$ cat src/rtl/assert_macros.svh
// Assertion macros shared by ise_extremes and the top-level module.
`ifndef ASSERT_MACROS_SVH
`define ASSERT_MACROS_SVH

// Clocked assertion, off while reset is high.
`define ASSERT_CLK(label, prop, msg) \
   label: assert property (@(posedge clock) disable iff (reset) (prop)) else $error(msg);

// Clocked assertion, also checked during reset.
`define ASSERT_ALWAYS(label, prop, msg) \
   label: assert property (@(posedge clock) (prop)) else $error(msg);

`endif

$ cat src/rtl/ise_pkg.sv
// Types, constants and arithmetic helpers of the sprite displacement estimator.
package ise_pkg;

   localparam int MAX_SPRITE_SIZE = 255;
   localparam int MIN_WALL        = 8;
   localparam int BYTE_MAX        = 255;

   typedef logic signed [17:0] key_type;
   typedef logic signed [13:0] geo_type;
   typedef logic [7:0]         coord_type;

   localparam key_type   KEY_HIGH     = 18'sd100000;
   localparam key_type   KEY_LOW      = -18'sd100000;
   localparam coord_type WIDTH_RESET  = 8'd64;
   localparam coord_type HEIGHT_RESET = 8'd64;

   typedef enum logic [1:0] {
      OP_CLEAR = 2'd0,
      OP_LOAD  = 2'd1,
      OP_QUERY = 2'd2
   } op_type;

   typedef enum logic [1:0] {
      CSR_WIDTH  = 2'd0,
      CSR_HEIGHT = 2'd1
   } csr_index_type;

   typedef struct packed {
      coord_type lb_x;
      coord_type lb_y;
      coord_type rb_x;
      coord_type rb_y;
      coord_type lt_x;
      coord_type lt_y;
      coord_type rt_x;
      coord_type rt_y;
      coord_type min_col;
      coord_type max_col;
   } extremes_type;

   typedef struct packed {
      logic      valid;
      geo_type   top_x;
      geo_type   top_y;
      geo_type   bot_x;
      geo_type   bot_y;
      coord_type min_col;
      coord_type max_col;
      coord_type x;
      coord_type y;
   } corners_type;

   function automatic geo_type widen(coord_type c);
      return geo_type'({6'b0, c});
   endfunction

   // Signed divide by two, truncating toward zero.
   function automatic geo_type div2(geo_type v);
      geo_type t;
      t = v + geo_type'(v[13]);
      return t >>> 1;
   endfunction

   // Signed divide by four, truncating toward zero.
   function automatic geo_type div4(geo_type v);
      geo_type t;
      t = v + (v[13] ? geo_type'(3) : geo_type'(0));
      return t >>> 2;
   endfunction

endpackage

$ cat src/rtl/ise_extremes.sv
// Diagonal corner candidates and occupied column range of the loaded mask.
`include "assert_macros.svh"

module ise_extremes (
   input  logic                 clock,
   input  logic                 reset,
   input  logic                 item_valid,
   input  ise_pkg::op_type      op,
   input  ise_pkg::coord_type   x,
   input  ise_pkg::coord_type   y,
   input  logic                 opaque,
   input  ise_pkg::coord_type   width,
   output ise_pkg::extremes_type ext
);

   ise_pkg::key_type lb_key_ff, rb_key_ff, lt_key_ff, rt_key_ff;
   ise_pkg::extremes_type ext_ff;
   ise_pkg::extremes_type ext_clear;
   ise_pkg::key_type lkey, rkey;
   logic do_clear, do_load;

   assign do_clear = item_valid && (op == ise_pkg::OP_CLEAR);
   assign do_load  = item_valid && (op == ise_pkg::OP_LOAD) && opaque;

   assign lkey = ise_pkg::key_type'({10'b0, x}) - ise_pkg::key_type'({9'b0, y, 1'b0});
   assign rkey = ise_pkg::key_type'({10'b0, width}) - ise_pkg::key_type'({10'b0, x})
               - ise_pkg::key_type'({9'b0, y, 1'b0});

   always_comb begin
      ext_clear         = '0;
      ext_clear.min_col = reset ? (ise_pkg::WIDTH_RESET - 8'd1) : (width - 8'd1);
   end

   always_ff @(posedge clock) begin
      if (reset || do_clear) begin
         lb_key_ff <= ise_pkg::KEY_HIGH;
         rb_key_ff <= ise_pkg::KEY_HIGH;
         lt_key_ff <= ise_pkg::KEY_LOW;
         rt_key_ff <= ise_pkg::KEY_LOW;
         ext_ff    <= ext_clear;
      end else if (do_load) begin
         if (lkey < lb_key_ff) begin
            lb_key_ff   <= lkey;
            ext_ff.lb_x <= x;
            ext_ff.lb_y <= y;
         end
         if (rkey < rb_key_ff) begin
            rb_key_ff   <= rkey;
            ext_ff.rb_x <= x;
            ext_ff.rb_y <= y;
         end
         if (rkey > lt_key_ff) begin
            lt_key_ff   <= rkey;
            ext_ff.lt_x <= x;
            ext_ff.lt_y <= y;
         end
         if (lkey > rt_key_ff) begin
            rt_key_ff   <= lkey;
            ext_ff.rt_x <= x;
            ext_ff.rt_y <= y;
         end
         if (x < ext_ff.min_col) ext_ff.min_col <= x;
         if (x > ext_ff.max_col) ext_ff.max_col <= x;
      end
   end

   assign ext = ext_ff;

   `ASSERT_CLK(a_lb_key_min, do_load |=> (lb_key_ff <= $past(lkey)),
               "left bottom key not minimal")
   `ASSERT_CLK(a_rt_key_max, do_load |=> (rt_key_ff >= $past(lkey)),
               "right top key not maximal")

endmodule

$ cat src/rtl/ise_corners.sv
// Top and bottom corner derivation stage of a displacement query.
module ise_corners (
   input  logic                  clock,
   input  logic                  reset,
   input  logic                  query_valid,
   input  ise_pkg::coord_type    x,
   input  ise_pkg::coord_type    y,
   input  ise_pkg::extremes_type ext,
   output ise_pkg::corners_type  crn
);

   ise_pkg::geo_type d_top, d_bot, rtx, rty, rbx, rby;
   ise_pkg::corners_type crn_in, crn_ff;

   always_comb begin
      d_top = ise_pkg::widen(ext.rt_y) - ise_pkg::widen(ext.lt_y);
      rtx   = ise_pkg::widen(ext.rt_x) - (d_top <<< 1);
      rty   = ise_pkg::widen(ext.rt_y) - d_top;
      d_bot = ise_pkg::widen(ext.rb_y) - ise_pkg::widen(ext.lb_y);
      rbx   = ise_pkg::widen(ext.rb_x) - (d_bot <<< 1);
      rby   = ise_pkg::widen(ext.rb_y) - d_bot;

      crn_in.valid   = query_valid;
      crn_in.top_x   = ise_pkg::div2(rtx + ise_pkg::widen(ext.lt_x));
      crn_in.bot_x   = ise_pkg::div2(rbx + ise_pkg::widen(ext.lb_x));
      crn_in.top_y   = rty - ise_pkg::div4(rtx - ise_pkg::widen(ext.lt_x));
      crn_in.bot_y   = rby + ise_pkg::div4(rbx - ise_pkg::widen(ext.lb_x));
      crn_in.min_col = ext.min_col;
      crn_in.max_col = ext.max_col;
      crn_in.x       = x;
      crn_in.y       = y;
   end

   always_ff @(posedge clock) begin
      if (reset) begin
         crn_ff.valid <= 1'b0;
      end else begin
         crn_ff.valid <= crn_in.valid;
      end
      crn_ff.top_x   <= crn_in.top_x;
      crn_ff.top_y   <= crn_in.top_y;
      crn_ff.bot_x   <= crn_in.bot_x;
      crn_ff.bot_y   <= crn_in.bot_y;
      crn_ff.min_col <= crn_in.min_col;
      crn_ff.max_col <= crn_in.max_col;
      crn_ff.x       <= crn_in.x;
      crn_ff.y       <= crn_in.y;
   end

   assign crn = crn_ff;

endmodule

$ cat src/rtl/ise_displace.sv
// Wall height and clamped displacement stage with the result register.
module ise_displace (
   input  logic                 clock,
   input  logic                 reset,
   input  ise_pkg::corners_type crn,
   input  ise_pkg::coord_type   height,
   output logic                 strobe,
   output ise_pkg::coord_type   push_left,
   output ise_pkg::coord_type   push_right,
   output ise_pkg::coord_type   lift
);

   ise_pkg::geo_type lw, rw, wall_raw, wall, wall2, lim, dx, adx, dy, excess, min_c, max_c;
   ise_pkg::coord_type pl0, pr0, pl_in, pr_in, lf_in;
   ise_pkg::coord_type pl_ff, pr_ff, lf_ff;
   logic strobe_ff;

   function automatic ise_pkg::coord_type clamp_byte(ise_pkg::geo_type v, ise_pkg::geo_type hi);
      ise_pkg::coord_type r;
      if (v < 0) r = '0;
      else if (v > hi) r = hi[7:0];
      else r = v[7:0];
      return r;
   endfunction

   always_comb begin
      min_c = ise_pkg::widen(crn.min_col);
      max_c = ise_pkg::widen(crn.max_col);
      lw = (crn.bot_y - ise_pkg::div2(crn.bot_x - min_c))
         - (crn.top_y + ise_pkg::div2(crn.top_x - min_c));
      rw = (crn.bot_y - ise_pkg::div2(max_c - crn.bot_x))
         - (crn.top_y + ise_pkg::div2(max_c - crn.top_x));
      wall_raw = (lw < rw) ? lw : rw;
      wall  = (wall_raw < ise_pkg::geo_type'(ise_pkg::MIN_WALL)) ? '0 : wall_raw;
      wall2 = wall <<< 1;
      lim   = (wall < ise_pkg::geo_type'(ise_pkg::BYTE_MAX)) ? wall
                                                            : ise_pkg::geo_type'(ise_pkg::BYTE_MAX);

      dx  = crn.bot_x - ise_pkg::widen(crn.x);
      adx = (dx < 0) ? -dx : dx;
      dy  = (((ise_pkg::widen(height) - ise_pkg::geo_type'(1)) - ise_pkg::widen(crn.y)) <<< 1)
          - adx;
      excess = dy - wall2;

      pl0   = clamp_byte(-(dx <<< 1), ise_pkg::geo_type'(ise_pkg::BYTE_MAX));
      pr0   = clamp_byte(dx <<< 1, ise_pkg::geo_type'(ise_pkg::BYTE_MAX));
      lf_in = clamp_byte(ise_pkg::div2(dy), lim);
      if (dy > wall2) begin
         pl_in = clamp_byte(ise_pkg::widen(pl0) + excess, ise_pkg::geo_type'(ise_pkg::BYTE_MAX));
         pr_in = clamp_byte(ise_pkg::widen(pr0) + excess, ise_pkg::geo_type'(ise_pkg::BYTE_MAX));
      end else begin
         pl_in = pl0;
         pr_in = pr0;
      end
   end

   always_ff @(posedge clock) begin
      if (reset) begin
         strobe_ff <= 1'b0;
      end else begin
         strobe_ff <= crn.valid;
      end
   end

   always_ff @(posedge clock) begin
      pl_ff <= pl_in;
      pr_ff <= pr_in;
      lf_ff <= lf_in;
   end

   assign strobe     = strobe_ff;
   assign push_left  = pl_ff;
   assign push_right = pr_ff;
   assign lift       = lf_ff;

endmodule

$ cat src/rtl/isometric_sprite_displacement_estimator.sv
// Top level of the isometric sprite displacement estimator.
//
// Usage:
//   Input channel: an item (req_op, req_pixel_x, req_pixel_y, req_pixel_opaque)
//   is taken at each rising edge with start high and busy low. busy stays low,
//   so one item is taken every cycle.
//   Ops: clear resets the corner candidates and column range, load updates them
//   from an opaque pixel, query returns one result. Other codes are dropped.
//   Result channel: rsp_strobe is high for one cycle with rsp_push_left,
//   rsp_push_right and rsp_lift; the receiver cannot stall and must take it.
//   Pipeline: a query passes through the input register, the corner stage and
//   the result register, in that order. Throughput is one item per cycle; a
//   query sees every load and clear taken before it.
//   Configuration: csr_write_enable writes csr_data to the register chosen by
//   csr_index (0 width, 1 height); other indexes are ignored. Write only while
//   no item is in flight.
//   Reset: synchronous; width and height return to 64, the extremes clear and
//   the pipeline empties.
`include "assert_macros.svh"

module isometric_sprite_displacement_estimator (
   input  logic       clock,
   input  logic       reset,
   input  logic       start,
   output logic       busy,
   input  logic [1:0] req_op,
   input  logic [7:0] req_pixel_x,
   input  logic [7:0] req_pixel_y,
   input  logic       req_pixel_opaque,
   input  logic       csr_write_enable,
   input  logic [1:0] csr_index,
   input  logic [7:0] csr_data,
   output logic       rsp_strobe,
   output logic [7:0] rsp_push_left,
   output logic [7:0] rsp_push_right,
   output logic [7:0] rsp_lift
);

   ise_pkg::coord_type width_ff, height_ff, csr_value;
   logic valid_ff, valid_in;
   ise_pkg::op_type op_ff;
   ise_pkg::coord_type x_ff, y_ff;
   logic opaque_ff;
   ise_pkg::extremes_type ext;
   ise_pkg::corners_type crn;

   assign busy     = 1'b0;
   assign valid_in = start && !busy;
   assign csr_value = (csr_data > ise_pkg::coord_type'(ise_pkg::MAX_SPRITE_SIZE))
                    ? ise_pkg::coord_type'(ise_pkg::MAX_SPRITE_SIZE) : csr_data;

   always_ff @(posedge clock) begin
      if (reset) begin
         width_ff  <= ise_pkg::WIDTH_RESET;
         height_ff <= ise_pkg::HEIGHT_RESET;
         valid_ff  <= 1'b0;
      end else begin
         valid_ff <= valid_in;
         if (csr_write_enable) begin
            unique case (csr_index)
               ise_pkg::CSR_WIDTH:  width_ff  <= csr_value;
               ise_pkg::CSR_HEIGHT: height_ff <= csr_value;
               default: ;
            endcase
         end
      end
   end

   always_ff @(posedge clock) begin
      if (valid_in) begin
         op_ff     <= ise_pkg::op_type'(req_op);
         x_ff      <= req_pixel_x;
         y_ff      <= req_pixel_y;
         opaque_ff <= req_pixel_opaque;
      end
   end

   ise_extremes u_extremes (
      .clock      (clock),
      .reset      (reset),
      .item_valid (valid_ff),
      .op         (op_ff),
      .x          (x_ff),
      .y          (y_ff),
      .opaque     (opaque_ff),
      .width      (width_ff),
      .ext        (ext)
   );

   ise_corners u_corners (
      .clock       (clock),
      .reset       (reset),
      .query_valid (valid_ff && (op_ff == ise_pkg::OP_QUERY)),
      .x           (x_ff),
      .y           (y_ff),
      .ext         (ext),
      .crn         (crn)
   );

   ise_displace u_displace (
      .clock      (clock),
      .reset      (reset),
      .crn        (crn),
      .height     (height_ff),
      .strobe     (rsp_strobe),
      .push_left  (rsp_push_left),
      .push_right (rsp_push_right),
      .lift       (rsp_lift)
   );

   `ASSERT_CLK(a_query_result,
               (start && !busy && req_op == ise_pkg::OP_QUERY) |-> ##3 rsp_strobe,
               "query item gave no result")
   `ASSERT_CLK(a_other_silent,
               (!(start && !busy) || req_op != ise_pkg::OP_QUERY) |-> ##3 !rsp_strobe,
               "result without a query item")

endmodule
$ cat config.mk
export PLATFORM = sky130hd
export DESIGN_NAME = isometric_sprite_displacement_estimator
export DESIGN_NICKNAME = d
export VERILOG_FILES = /design/src/rtl/ise_pkg.sv /design/src/rtl/ise_extremes.sv /design/src/rtl/ise_corners.sv /design/src/rtl/ise_displace.sv /design/src/rtl/isometric_sprite_displacement_estimator.sv
export VERILOG_INCLUDE_DIRS = /design/src /design/src/rtl
export SDC_FILE = /design/constraint.sdc
export NUM_CORES = 1
export LEC_CHECK = 0
export BUFFER_PORTS_ARGS = -buffer_cell sky130_fd_sc_hd__buf_2
export CORE_MARGIN = 5
export CORE_UTILIZATION = 42
export CTS_CLUSTER_DIAMETER = 30
export CTS_CLUSTER_SIZE = 16
export DETAILED_ROUTE_END_ITERATION = 10
export PLACE_DENSITY = 0.53
export SKIP_LAST_GASP = 1
export SLEW_MARGIN = 30
export SYNTH_ARGS = -nofsm -noshare
export SYNTH_HDL_FRONTEND = slang
export SYNTH_HIERARCHICAL = 1
export SYNTH_SLANG_ARGS = --single-unit
$ cat constraint.sdc
create_clock -name clock -period 27.5 [get_ports clock]
set_input_delay 2.75 -clock clock [delete_from_list [all_inputs] [get_ports clock]]
set_output_delay 2.75 -clock clock [all_outputs]
set_load 0.03 [all_outputs]
======== After elaboration in Yosys (flattened, before gate mapping) ========
Cells that the tools add are included.
operators by class
  $add $sub $neg .......................... 44
  multipliers ............................. 0
  divide/modulo/power cells ............... 0
  $lt $le $gt $ge ......................... 22
  eq/ne operators ......................... 3
  shifts and indexed selects .............. 0
  mux-type cells .......................... 23
  bitwise operators ....................... 0
  reduce and logical (&&, ||, !) cells .... 17
operator list
  operator                                              number
  two-way mux 8 bit                                     15
  adder 14 x 1 -> 14 bit                                7
  < comparator 14 x 1 -> 1 bit (second input constant)  5
  > comparator 14 x 9 -> 1 bit (second input constant)  4
  two-way mux 14 bit                                    4
  subtractor 14 bit                                     4
  subtractor 13 x 9 -> 14 bit                           3
  > comparator 18 bit                                   2
  < comparator 18 bit                                   2
  two-way mux 16 bit                                    2
  adder 14 x 13 -> 14 bit                               2
  adder 14 x 3 -> 14 bit                                2
  adder 14 x 9 -> 14 bit                                2
  adder 9 x 14 -> 14 bit                                2
  negator 14 bit                                        2
  subtractor 14 x 13 -> 14 bit                          2
  subtractor 14 x 9 -> 14 bit                           2
  subtractor 9 x 13 -> 14 bit                           2
  subtractor 8 x 8 -> 9 bit                             3
  subtractor 9 x 10 -> 11 bit                           2
  subtractor 9 x 9 -> 10 bit                            2
  subtractor 18 x 10 -> 18 bit                          1
  AND reduction 2 bit                                   8
  adder 14 x 12 -> 14 bit                               1
  other kinds (21)                                      28
word-level totals
  flip-flop bits (word level) ............. 300
  latch bits .............................. 0
  RAM bits ................................ 0
  ROM bits ................................ 0
  input bits .............................. 33
  output and inout bits ................... 26
  logic and storage cells ................. 143
  memories ................................ 0

======== Longest topological paths before layout ========
Gate-level depths: netlist (run 1).
  word-level depth ........................ 14
  depth in mapped cells ................... 63
  gate-level depth less buffers ........... 60

======== Hierarchy ========
The synthesis (run 1) kept the hierarchy.
modules (own cells, without submodules)
  module                                   times used  cells each  area an instance (um^2)  sequential area each (um^2)
  ise_displace                             1           1,625       12,070.3                 500.5
  ise_corners                              1           826         7,307.0                  1,641.6
  ise_extremes                             1           806         7,240.7                  2,562.5
  isometric_sprite_displacement_estimator  1           87          1,291.2                  910.9

======== Least setup slack after synthesis (run 1) ========
Ideal clock, no wire load.
  path kind ............................... register to register
  start ................................... register u_corners.crn_ff, in the netlist u_corners/crn[25]
  end ..................................... register u_displace.lf_ff[6] (netlist: u_displace/lift[6])
  setup time .............................. 0.086 ns
  data arrival time ....................... 11.945 ns
  required time ........................... 27.414 ns
  slack ................................... 15.469 ns
  cell stages (with the launch flop) ...... 57
  path buffers ............................ 3
  period minus slack after synthesis ...... 12.031 ns
  cells stage by stage .................... dfxtp_1 -> inv_1 -> ha_1 -> nor2b_1 -> o21ai_0 -> a21boi_0 -> o21a_1 -> o21ai_0 -> and3_1 -> xnor2_1 -> inv_2 -> ha_1 -> inv_1 -> a21oi_1 -> nand3b_1 -> nor3_1 -> nor4_1 -> o21a_1 -> (+21 left out) -> nor4bb_1 -> ha_1 -> or4b_2 -> o311a_1 -> nand4_1 -> ha_1 -> clkbuf_1 -> or3_1 -> ha_1 -> nand4_1 -> o21ai_0 -> a21oi_1 -> nor2b_1 -> o21ai_0 -> a31oi_1 -> clkbuf_1 -> nor2_1 -> a211oi_1
on the way
  longest elaborated chain between the ends .. 12
  elaborated cells on any way between the ends .. 15
  those cells by class .................... add/sub (7); order compare (4); mux (4)
RTL lines
  element                                                                         RTL line                                text
  from (decl)                                                                     ise_corners.sv:13                       ise_pkg::corners_type crn_in, crn_ff;
  subtractor 13 x 9 -> 14 bit, on equally long branches                           ise_displace.sv:29, ise_displace.sv:30
  adder 14 x 1 -> 14 bit                                                          ise_pkg.sv:60                           t = v + geo_type'(v[13]);
  subtractor 14 x 13 -> 14 bit / adder 14 x 13 -> 14 bit (equally long branches)  ise_displace.sv:29, ise_displace.sv:30
  subtractor 14 bit (*)                                                           ise_displace.sv:30                      - (crn.top_y + ise_pkg::div2(crn.top_x - min_c));
  < comparator 14 bit                                                             ise_displace.sv:33                      wall_raw = (lw < rw) ? lw : rw;
  two-way mux 14 bit (*)                                                          ise_displace.sv:33
  < comparator 14 x 5 -> 1 bit                                                    ise_displace.sv:34                      wall = (wall_raw < ise_pkg::geo_type'(ise_pkg::MIN_WALL)) ? '0 : wall_raw;
  two-way mux 14 bit (*)                                                          ise_displace.sv:34
  < comparator 14 x 9 -> 1 bit                                                    ise_displace.sv:36                      lim = (wall < ise_pkg::geo_type'(ise_pkg::BYTE_MAX)) ? wall
  two-way mux 14 bit (*)                                                          ise_displace.sv:36
  > comparator 13 x 14 -> 1 bit                                                   ise_displace.sv:21                      else if (v > hi) r = hi[7:0];
  two-way mux 8 bit (*)                                                           ise_displace.sv:21
  to (signal assigned)                                                            ise_displace.sv:68                      lf_ff <= lf_in;
  to (decl)                                                                       ise_displace.sv:15                      ise_pkg::coord_type pl_ff, pr_ff, lf_ff;
Every way passes the cells marked *; elsewhere a longest branch is shown, timed or not.
A chain may end at the register's enable or synchronous reset.

======== Final worst setup path (run 1) ========
  start ................................... register u_corners.crn_ff, in the netlist u_corners/crn[25]
  end ..................................... register u_displace.pl_ff[6] (netlist: u_displace/push_left[6])
on the way
  longest elaborated chain between the ends .. 14
  elaborated cells on any way between the ends .. 19
  those cells by class .................... add/sub (9); order compare (5); mux (5)
RTL lines
  element                                                                         RTL line                                text
  subtractor 13 x 9 -> 14 bit, on equally long branches                           ise_displace.sv:29, ise_displace.sv:30
  adder 14 x 1 -> 14 bit                                                          ise_pkg.sv:60
  subtractor 14 x 13 -> 14 bit / adder 14 x 13 -> 14 bit (equally long branches)  ise_displace.sv:29, ise_displace.sv:30
  subtractor 14 bit (*)                                                           ise_displace.sv:30
  < comparator 14 bit                                                             ise_displace.sv:33
  two-way mux 14 bit (*)                                                          ise_displace.sv:33
  < comparator 14 x 5 -> 1 bit                                                    ise_displace.sv:34
  two-way mux 14 bit (*)                                                          ise_displace.sv:34
  subtractor 14 bit                                                               ise_displace.sv:43                      excess = dy - wall2;
  adder 9 x 14 -> 14 bit                                                          ise_displace.sv:49                      pl_in = clamp_byte(ise_pkg::widen(pl0) + excess, ise_pkg::geo_type'(ise_pkg::BYTE_MAX));
  > comparator 14 x 9 -> 1 bit                                                    ise_displace.sv:21
  two-way mux 8 bit                                                               ise_displace.sv:21
  two-way mux 8 bit                                                               ise_displace.sv:20                      if (v < 0) r = '0;
  two-way mux 8 bit (*)                                                           ise_displace.sv:48                      if (dy > wall2) begin
  net u_displace.pl_in[6]                                                         ise_displace.sv:14                      ise_pkg::coord_type pl0, pr0, pl_in, pr_in, lf_in;
  to (signal assigned)                                                            ise_displace.sv:66                      pl_ff <= pl_in;
  to (decl)                                                                       ise_displace.sv:15
Mark *: on every way through the listed nets, which the timed path passes. The rest lies on a longest branch.

==> impl_metrics.ini, run 1 <==
[detailed_routing]
postRouteAntennaNets = 0
met3_wirelength_um = 2420
avgRoutedWirePerCell_um = 18.0
wl_um = 78200
dr_wl_met2_um = 37000
vias_per_cell = 5.37
drc = 0
via_count = 23300
m1WireLength_um = 36000
routed.top_layer = met4
dr.pass1.iters = 6
drt_iter0_markers = 1328

[synth]
post-synth-top-count-cell = ha_1
yosysWarnings = 6
synth_edf_count = 27
syn_inst = 3344
yosysTopAreaCell = ha_1
synth-seq-cells = 267
ys_seq_area_frac = 0.201
synthFlopType = dfxtp_1
synth_common_cells = ha_1 (394), inv_1 (393), nor2_1 (325)
synthesis.nets = 3858
ys_top_cells_by_area = ha_1 (18%), dfxtp_1 (17%), xnor2_1 (7.1%), fa_1 (6.2%), inv_1 (5.3%)
synth_cell_types = 114
postSynthAreaPerCell_um2 = 8.35
syn_area_mm2 = 0.0279
netlist.area_leader.share = 0.177
ys_async_sr_fraction = 0

[clock_network]
cts-resized-gates = 0
cts_root_buf = clkbuf_16
cts_tree = built
cts_setup_buffers = 0
clk_latency_ns = 0.59
htreeDepth = 3
cts_buffer_depth = 3
clk_pin_slew_ns = 0.05
cts_buffers = 69
postCtsHoldBufs = 0
clock-sinks = 267

[timing]
max_freq_ghz = 0.0711
finClkSkew_ns = 0.0238
rsz0062_at_grt = false
fin_crit_ns = 14.07
totalNegativeSetupSlack_ns = 0
worst_slew_pin_slew_ns = 0.993
hold_violations = 0
setup_viol_count_final = 0
relSlewSlack = 0.338
min_period_over_period = 0.512
maxSlewViolCount = 0

[final_layout]
design_area_mm2 = 0.0316
fin_cells = 4341
area.growth.synth_to_final_pct = 13.2
layout-drive-gt1-share = 0.0849
nNetsFinal = 3933

[global_routing]
overflow = 0
grt_pass1_wl_um = 122000
grt_antenna_before_repair = 2
grt_use_total = 0.212
grt_max_degree = 77
grt_pass1_vias = 23000

[worst_setup_path]
cpMaxStageDelayCell = nor4_1
critical_path.max_fanout = 17
crit_family = compound AO/OA/AOI/OAI gates
required_ns = 27.96
start_kind = flip-flop
critPathKind = flip-flop to flip-flop
cp_num_buf_inv = 7
arrival_ns = 14.53
cpMostUsedCell = ha_1
cp-end-kind = flip-flop
cpPeakStageDelay_ns = 0.56

[die]
die_w_um = 268
die_area_mm2 = 0.0717
io_pins = 59
initial_core_util = 0.424
core-area_mm2 = 0.0659
chipHeight_um = 268
fp-row-count = 94

[placement]
post-dp-hpwl_um = 63500
io_buffers = 57
placed_cell_area_mm2 = 0.0291
place_congestion = 0.905
placed_cells = 4212

[run_status]
status = finished clean

[run]
drv_cap = 0

[min_path]
hp-class = flip-flop to flip-flop
==> routing by layer <==
metal	vias to the layer above	global-route usage
met4	0	0.0763
met2	445	0.367
met3	144	0.0267
li1	11800	-
met1	11000	0.274
met5	-	0
==> state kept, by name, summed over array words and instances (netlist names), 2 cells and up <==
name                   count
u_corners/crn             82
u_extremes/ext            78
u_extremes/lt_key_ff      12
u_extremes/rb_key_ff      12
u_extremes/lb_key_ff      11
u_extremes/rt_key_ff      11
height_ff                  8
u_displace/lift            8
u_displace/push_left       8
u_displace/push_right      8
width_ff                   8
x_ff                       8
y_ff                       8
op_ff                      2
==> cells by family (layout without fill, tap and decap cells) <==
family,Yosys count,in the layout,share of synthesized area
simple gates,910,910,0.161
compound gates,768,768,0.185
fa+ha+maj,484,484,0.240
buf+inv,470,602,0.0669
xor+xnor,333,333,0.105
flops,267,267,0.201
mux,111,111,0.0399
other cells,1,2,0.000134
==> stage by stage <==
step	setup WS, ns	hold WS (ns)	util
global route	12.44	0.383	0.480
detailed placement	13.52	0.364	0.442
global placement	13.47	0.363	0.441
floorplan	15.47	0.342	-
finish	13.43	0.368	0.480
CTS	13.44	0.371	0.480
==> area by class of cell <==
class	count	area (um^2)
clock buffers	90	1970
diodes	1	2.50
well taps	864	1080
clock inverters	38	538
multi-input cells	2607	20500
inverters	396	1490
repair buffers	78	443
fillers	6401	34300
flip-flops and latches	267	5620
==> cells in the final DEF (no fill, tap or decap), types with 10 or more instances in the layout <==
master and n:
buf_4 21, fa_1 87, a21o_1 79, nor2b_1 63, nand3b_1 14, a31oi_1 27
edfxtp_1 27, mux2i_1 108, xor2_1 104, and2_1 17, buf_2 57, clkbuf_8 10
or3_1 12, dfxtp_1 240, or2_2 24, nand4_1 23, nor2_1 325, clkbuf_16 72
o21ai_0 161, nor4_1 21, o21a_1 44, nand3_1 67, nor3_1 61, nand2_1 148
o21bai_1 33, a21oi_1 195, inv_1 393, and3_1 15, a21boi_0 21, ha_1 394
a211oi_1 30, o211ai_1 22, a211o_1 14, xnor2_1 225, nand2b_1 70
==> worst paths after layout <==
path,startpoint,end,slack (ns),depth (start not counted)
min,u_extremes/ext[2]$_SDFFE_PN0P_,u_corners/crn[18]$_DFF_P_,0.37,0
max,u_corners/crn[25]$_DFF_P_,u_displace/push_left[6]$_DFF_P_,13.43,58
max reg2reg,u_corners/crn[25]$_DFF_P_,u_displace/push_left[6]$_DFF_P_,13.43,58
min reg2reg,u_extremes/ext[2]$_SDFFE_PN0P_,u_corners/crn[18]$_DFF_P_,0.37,0
Power of run 1 is left out: the tool's default activity adds up to more than one toggle a clock period on the data nets, which glitch-free logic cannot reach.
==> run 2: changes to the inputs <==
--- a/config.mk
+++ b/config.mk
@@ -6,13 +6,14 @@
 export SDC_FILE = /design/constraint.sdc
 export NUM_CORES = 1
 export LEC_CHECK = 0
+export ABC_AREA = 1
 export BUFFER_PORTS_ARGS = -buffer_cell sky130_fd_sc_hd__buf_2
 export CORE_MARGIN = 5
 export CORE_UTILIZATION = 42
 export CTS_CLUSTER_DIAMETER = 30
 export CTS_CLUSTER_SIZE = 16
 export DETAILED_ROUTE_END_ITERATION = 10
-export PLACE_DENSITY = 0.53
+export PLACE_DENSITY = 0.55
 export SKIP_LAST_GASP = 1
 export SLEW_MARGIN = 30
 export SYNTH_ARGS = -nofsm -noshare
==> constraint.sdc (replaced) <==
create_clock -name clock -period 11.8 [get_ports clock]
set_input_delay 1.18 -clock clock [delete_from_list [all_inputs] [get_ports clock]]
set_output_delay 1.18 -clock clock [all_outputs]
set_load 0.03 [all_outputs]
==> impl_metrics.ini, run 2 <==
[worst_setup_path]
cpMaxStageDelayCell = fa_1
arrival_ns = 11.45
required_ns = 12.26
ff2ff_setup_slack_ns = 0.82
critPathKind = flip-flop to flip-flop
cpMostUsedCell = nand2_1
r2r_end = u_displace/push_right[4]$_DFF_P_
worst-path-stages = 68
critical_path.max_fanout = 18
ff2ff_path_depth = 68
cpPeakStageDelay_ns = 0.52
crit_family = simple AND/OR/NAND/NOR gates
cp-end-kind = flip-flop
cp_num_buf_inv = 6
reg2reg_from = u_corners/crn[30]$_DFF_P_
start_kind = flip-flop

[synth]
synthesis.nets = 4797
ys_top_cells_by_area = ha_1 (16%), dfxtp_1 (16%), nand2_1 (12%), inv_1 (9.2%), xor2_1 (6.0%)
yosysWarnings = 6
synth_edf_count = 27
netlist.area_leader.share = 0.165
postSynthAreaPerCell_um2 = 7.00
synthFlopType = dfxtp_1
syn_inst = 4283
synth-seq-cells = 267
synth_common_cells = nand2_1 (924), inv_1 (732), ha_1 (394)
ys_async_sr_fraction = 0
post-synth-top-count-cell = nand2_1
syn_area_mm2 = 0.0300
ys_seq_area_frac = 0.187
synth_cell_types = 76
yosysTopAreaCell = ha_1

[detailed_routing]
drc = 0
wl_um = 84200
avgRoutedWirePerCell_um = 15.6
vias_per_cell = 4.92
postRouteAntennaNets = 0
via_count = 26500
dr.pass1.iters = 5
drt_iter0_markers = 1394

[final_layout]
filler_cell_count = 7262
layout-drive-gt1-share = 0.117
fin_cells = 5385
largest_reg_flops = 82
regArea_mm2 = 0.00562
layout_common_cells = nand2_1 (922), inv_1 (728), ha_1 (383), a21oi_1 (340), nor2_1 (293)
diodes = 0
layout_commonest_cell = nand2_1
multi_input_area_mm2 = 0.0213
post-route-util = 0.480
nNetsFinal = 4892
area.growth.synth_to_final_pct = 14.0

[placement]
post-dp-hpwl_um = 68400
placed_cells = 5239
io_buffers = 57
place_congestion = 0.918

[min_path]
hold_path_end = u_corners/crn[22]$_DFF_P_
whs_path_depth = 0
hp-class = flip-flop to flip-flop
min_from = u_extremes/ext[6]$_SDFFE_PN0P_

[die]
io_pins = 59
fp-row-count = 98
core-area_mm2 = 0.0711
initial_core_util = 0.421
die_area_mm2 = 0.0768
die_w_um = 277
chipHeight_um = 277

[global_routing]
use_met1 = 0.279
grt_pass1_wl_um = 135000
overflow = 0
grt_busiest_layer = met2
grt_pass1_vias = 25500
grt_use_met2 = 0.375
grt_max_degree = 68
use_met3 = 0.0269
grt_antenna_before_repair = 2
grt_use_total = 0.214

[clock_network]
cts_buffers = 74
clk_latency_ns = 0.61
clock-sinks = 267
cts_root_buf = clkbuf_16
clk_pin_slew_ns = 0.05
cts_buffer_depth = 3
htreeDepth = 3
cts_tree = built

[timing]
maxSlewViolCount = 0
fin_crit_ns = 10.98
hold_violations = 0
relSlewSlack = 0.348
worst_slew_pin_slew_ns = 0.971
finClkSkew_ns = 0.0446
totalNegativeSetupSlack_ns = 0
max_freq_ghz = 0.0910
setup_viol_count_final = 0
min_period_over_period = 0.931
hold_ws_ns = 0.343

[run]
drv_cap = 0

[run_status]
status = finished clean
-- run 2: cell types whose count changed after synthesis, sizes merged, moves of 68 or more --
| cell | before | now |
|---|---|---|
| nand2b | 71 | 3 |
| xnor2 | 229 | 67 |
| a21oi | 198 | 371 |
| inv | 396 | 771 |
| nand3 | 67 | 253 |
| mux2i | 108 | 0 |
| nand2 | 148 | 1010 |
| xor2 | 104 | 213 |
-- run 2: cells by family after synthesis --
kind of cell    after synthesis  share of synthesized area
compound gates              647                      0.125
xor+xnor                    281                     0.0848
fa+ha+maj                   481                      0.223
buf+inv                     845                      0.113
flops                       267                      0.187
other cells                   1                   0.000125
simple gates               1761                      0.268
-- run 2: worst max-delay path by stage --
| stage | start | slack (ns) | end |
|---|---|---|---|
| 2_1_floorplan | u_corners/crn[26]$_DFF_P_ | 1.41 | u_displace/lift[1]$_SDFF_PN0_ |
| 3_3_place_gp | u_corners/crn[25]$_DFF_P_ | 0.49 | u_displace/push_right[5]$_DFF_P_ |
| 3_5_place_dp | u_corners/crn[26]$_DFF_P_ | 0.33 | u_displace/push_right[6]$_DFF_P_ |
| 4_1_cts | u_corners/crn[26]$_DFF_P_ | 0.26 | u_displace/push_right[4]$_DFF_P_ |
| 5_1_grt | u_corners/crn[77]$_DFF_P_ | -0.05 | u_displace/push_left[5]$_DFF_P_ |
| 6_report | u_corners/crn[30]$_DFF_P_ | 0.82 | u_displace/push_right[4]$_DFF_P_ |
-- run 2: final cells by class --
cell class,count,area share
timing repair buffer,89,0.0154
inverter,775,0.0858
tap,950,0.0348
sequential,267,0.164
clock buffer,97,0.0603
multi-input combinational,3171,0.623
clock inverter,36,0.0168
-- run 2: what timing repair did --
item | in CTS | in global routing
buffers inserted | 0 | 13
endpoints found under the hold margin | 0 | 0
hold buffers | 0 | 0
endpoints found under the setup margin | 0 | 24
gates resized for setup | 0 | 64
-- run 2: stage by stage --
stage	worst slack [ns]	instance area (um^2)
floorplan	1.41	30000
global placement	0.487	31100
detailed placement	0.325	31100
CTS	0.263	33800
global route	-0.0489	34200
finish	0.816	34200
-- run 2: per-layer routing --
metal	vias to the layer above	part of all wire
met3	128	0.036
met1	12000	0.46
li1	14000	-
met4	0	0.025
met5	-	0
met2	466	0.48
Power of run 2 is left out for the same reason.
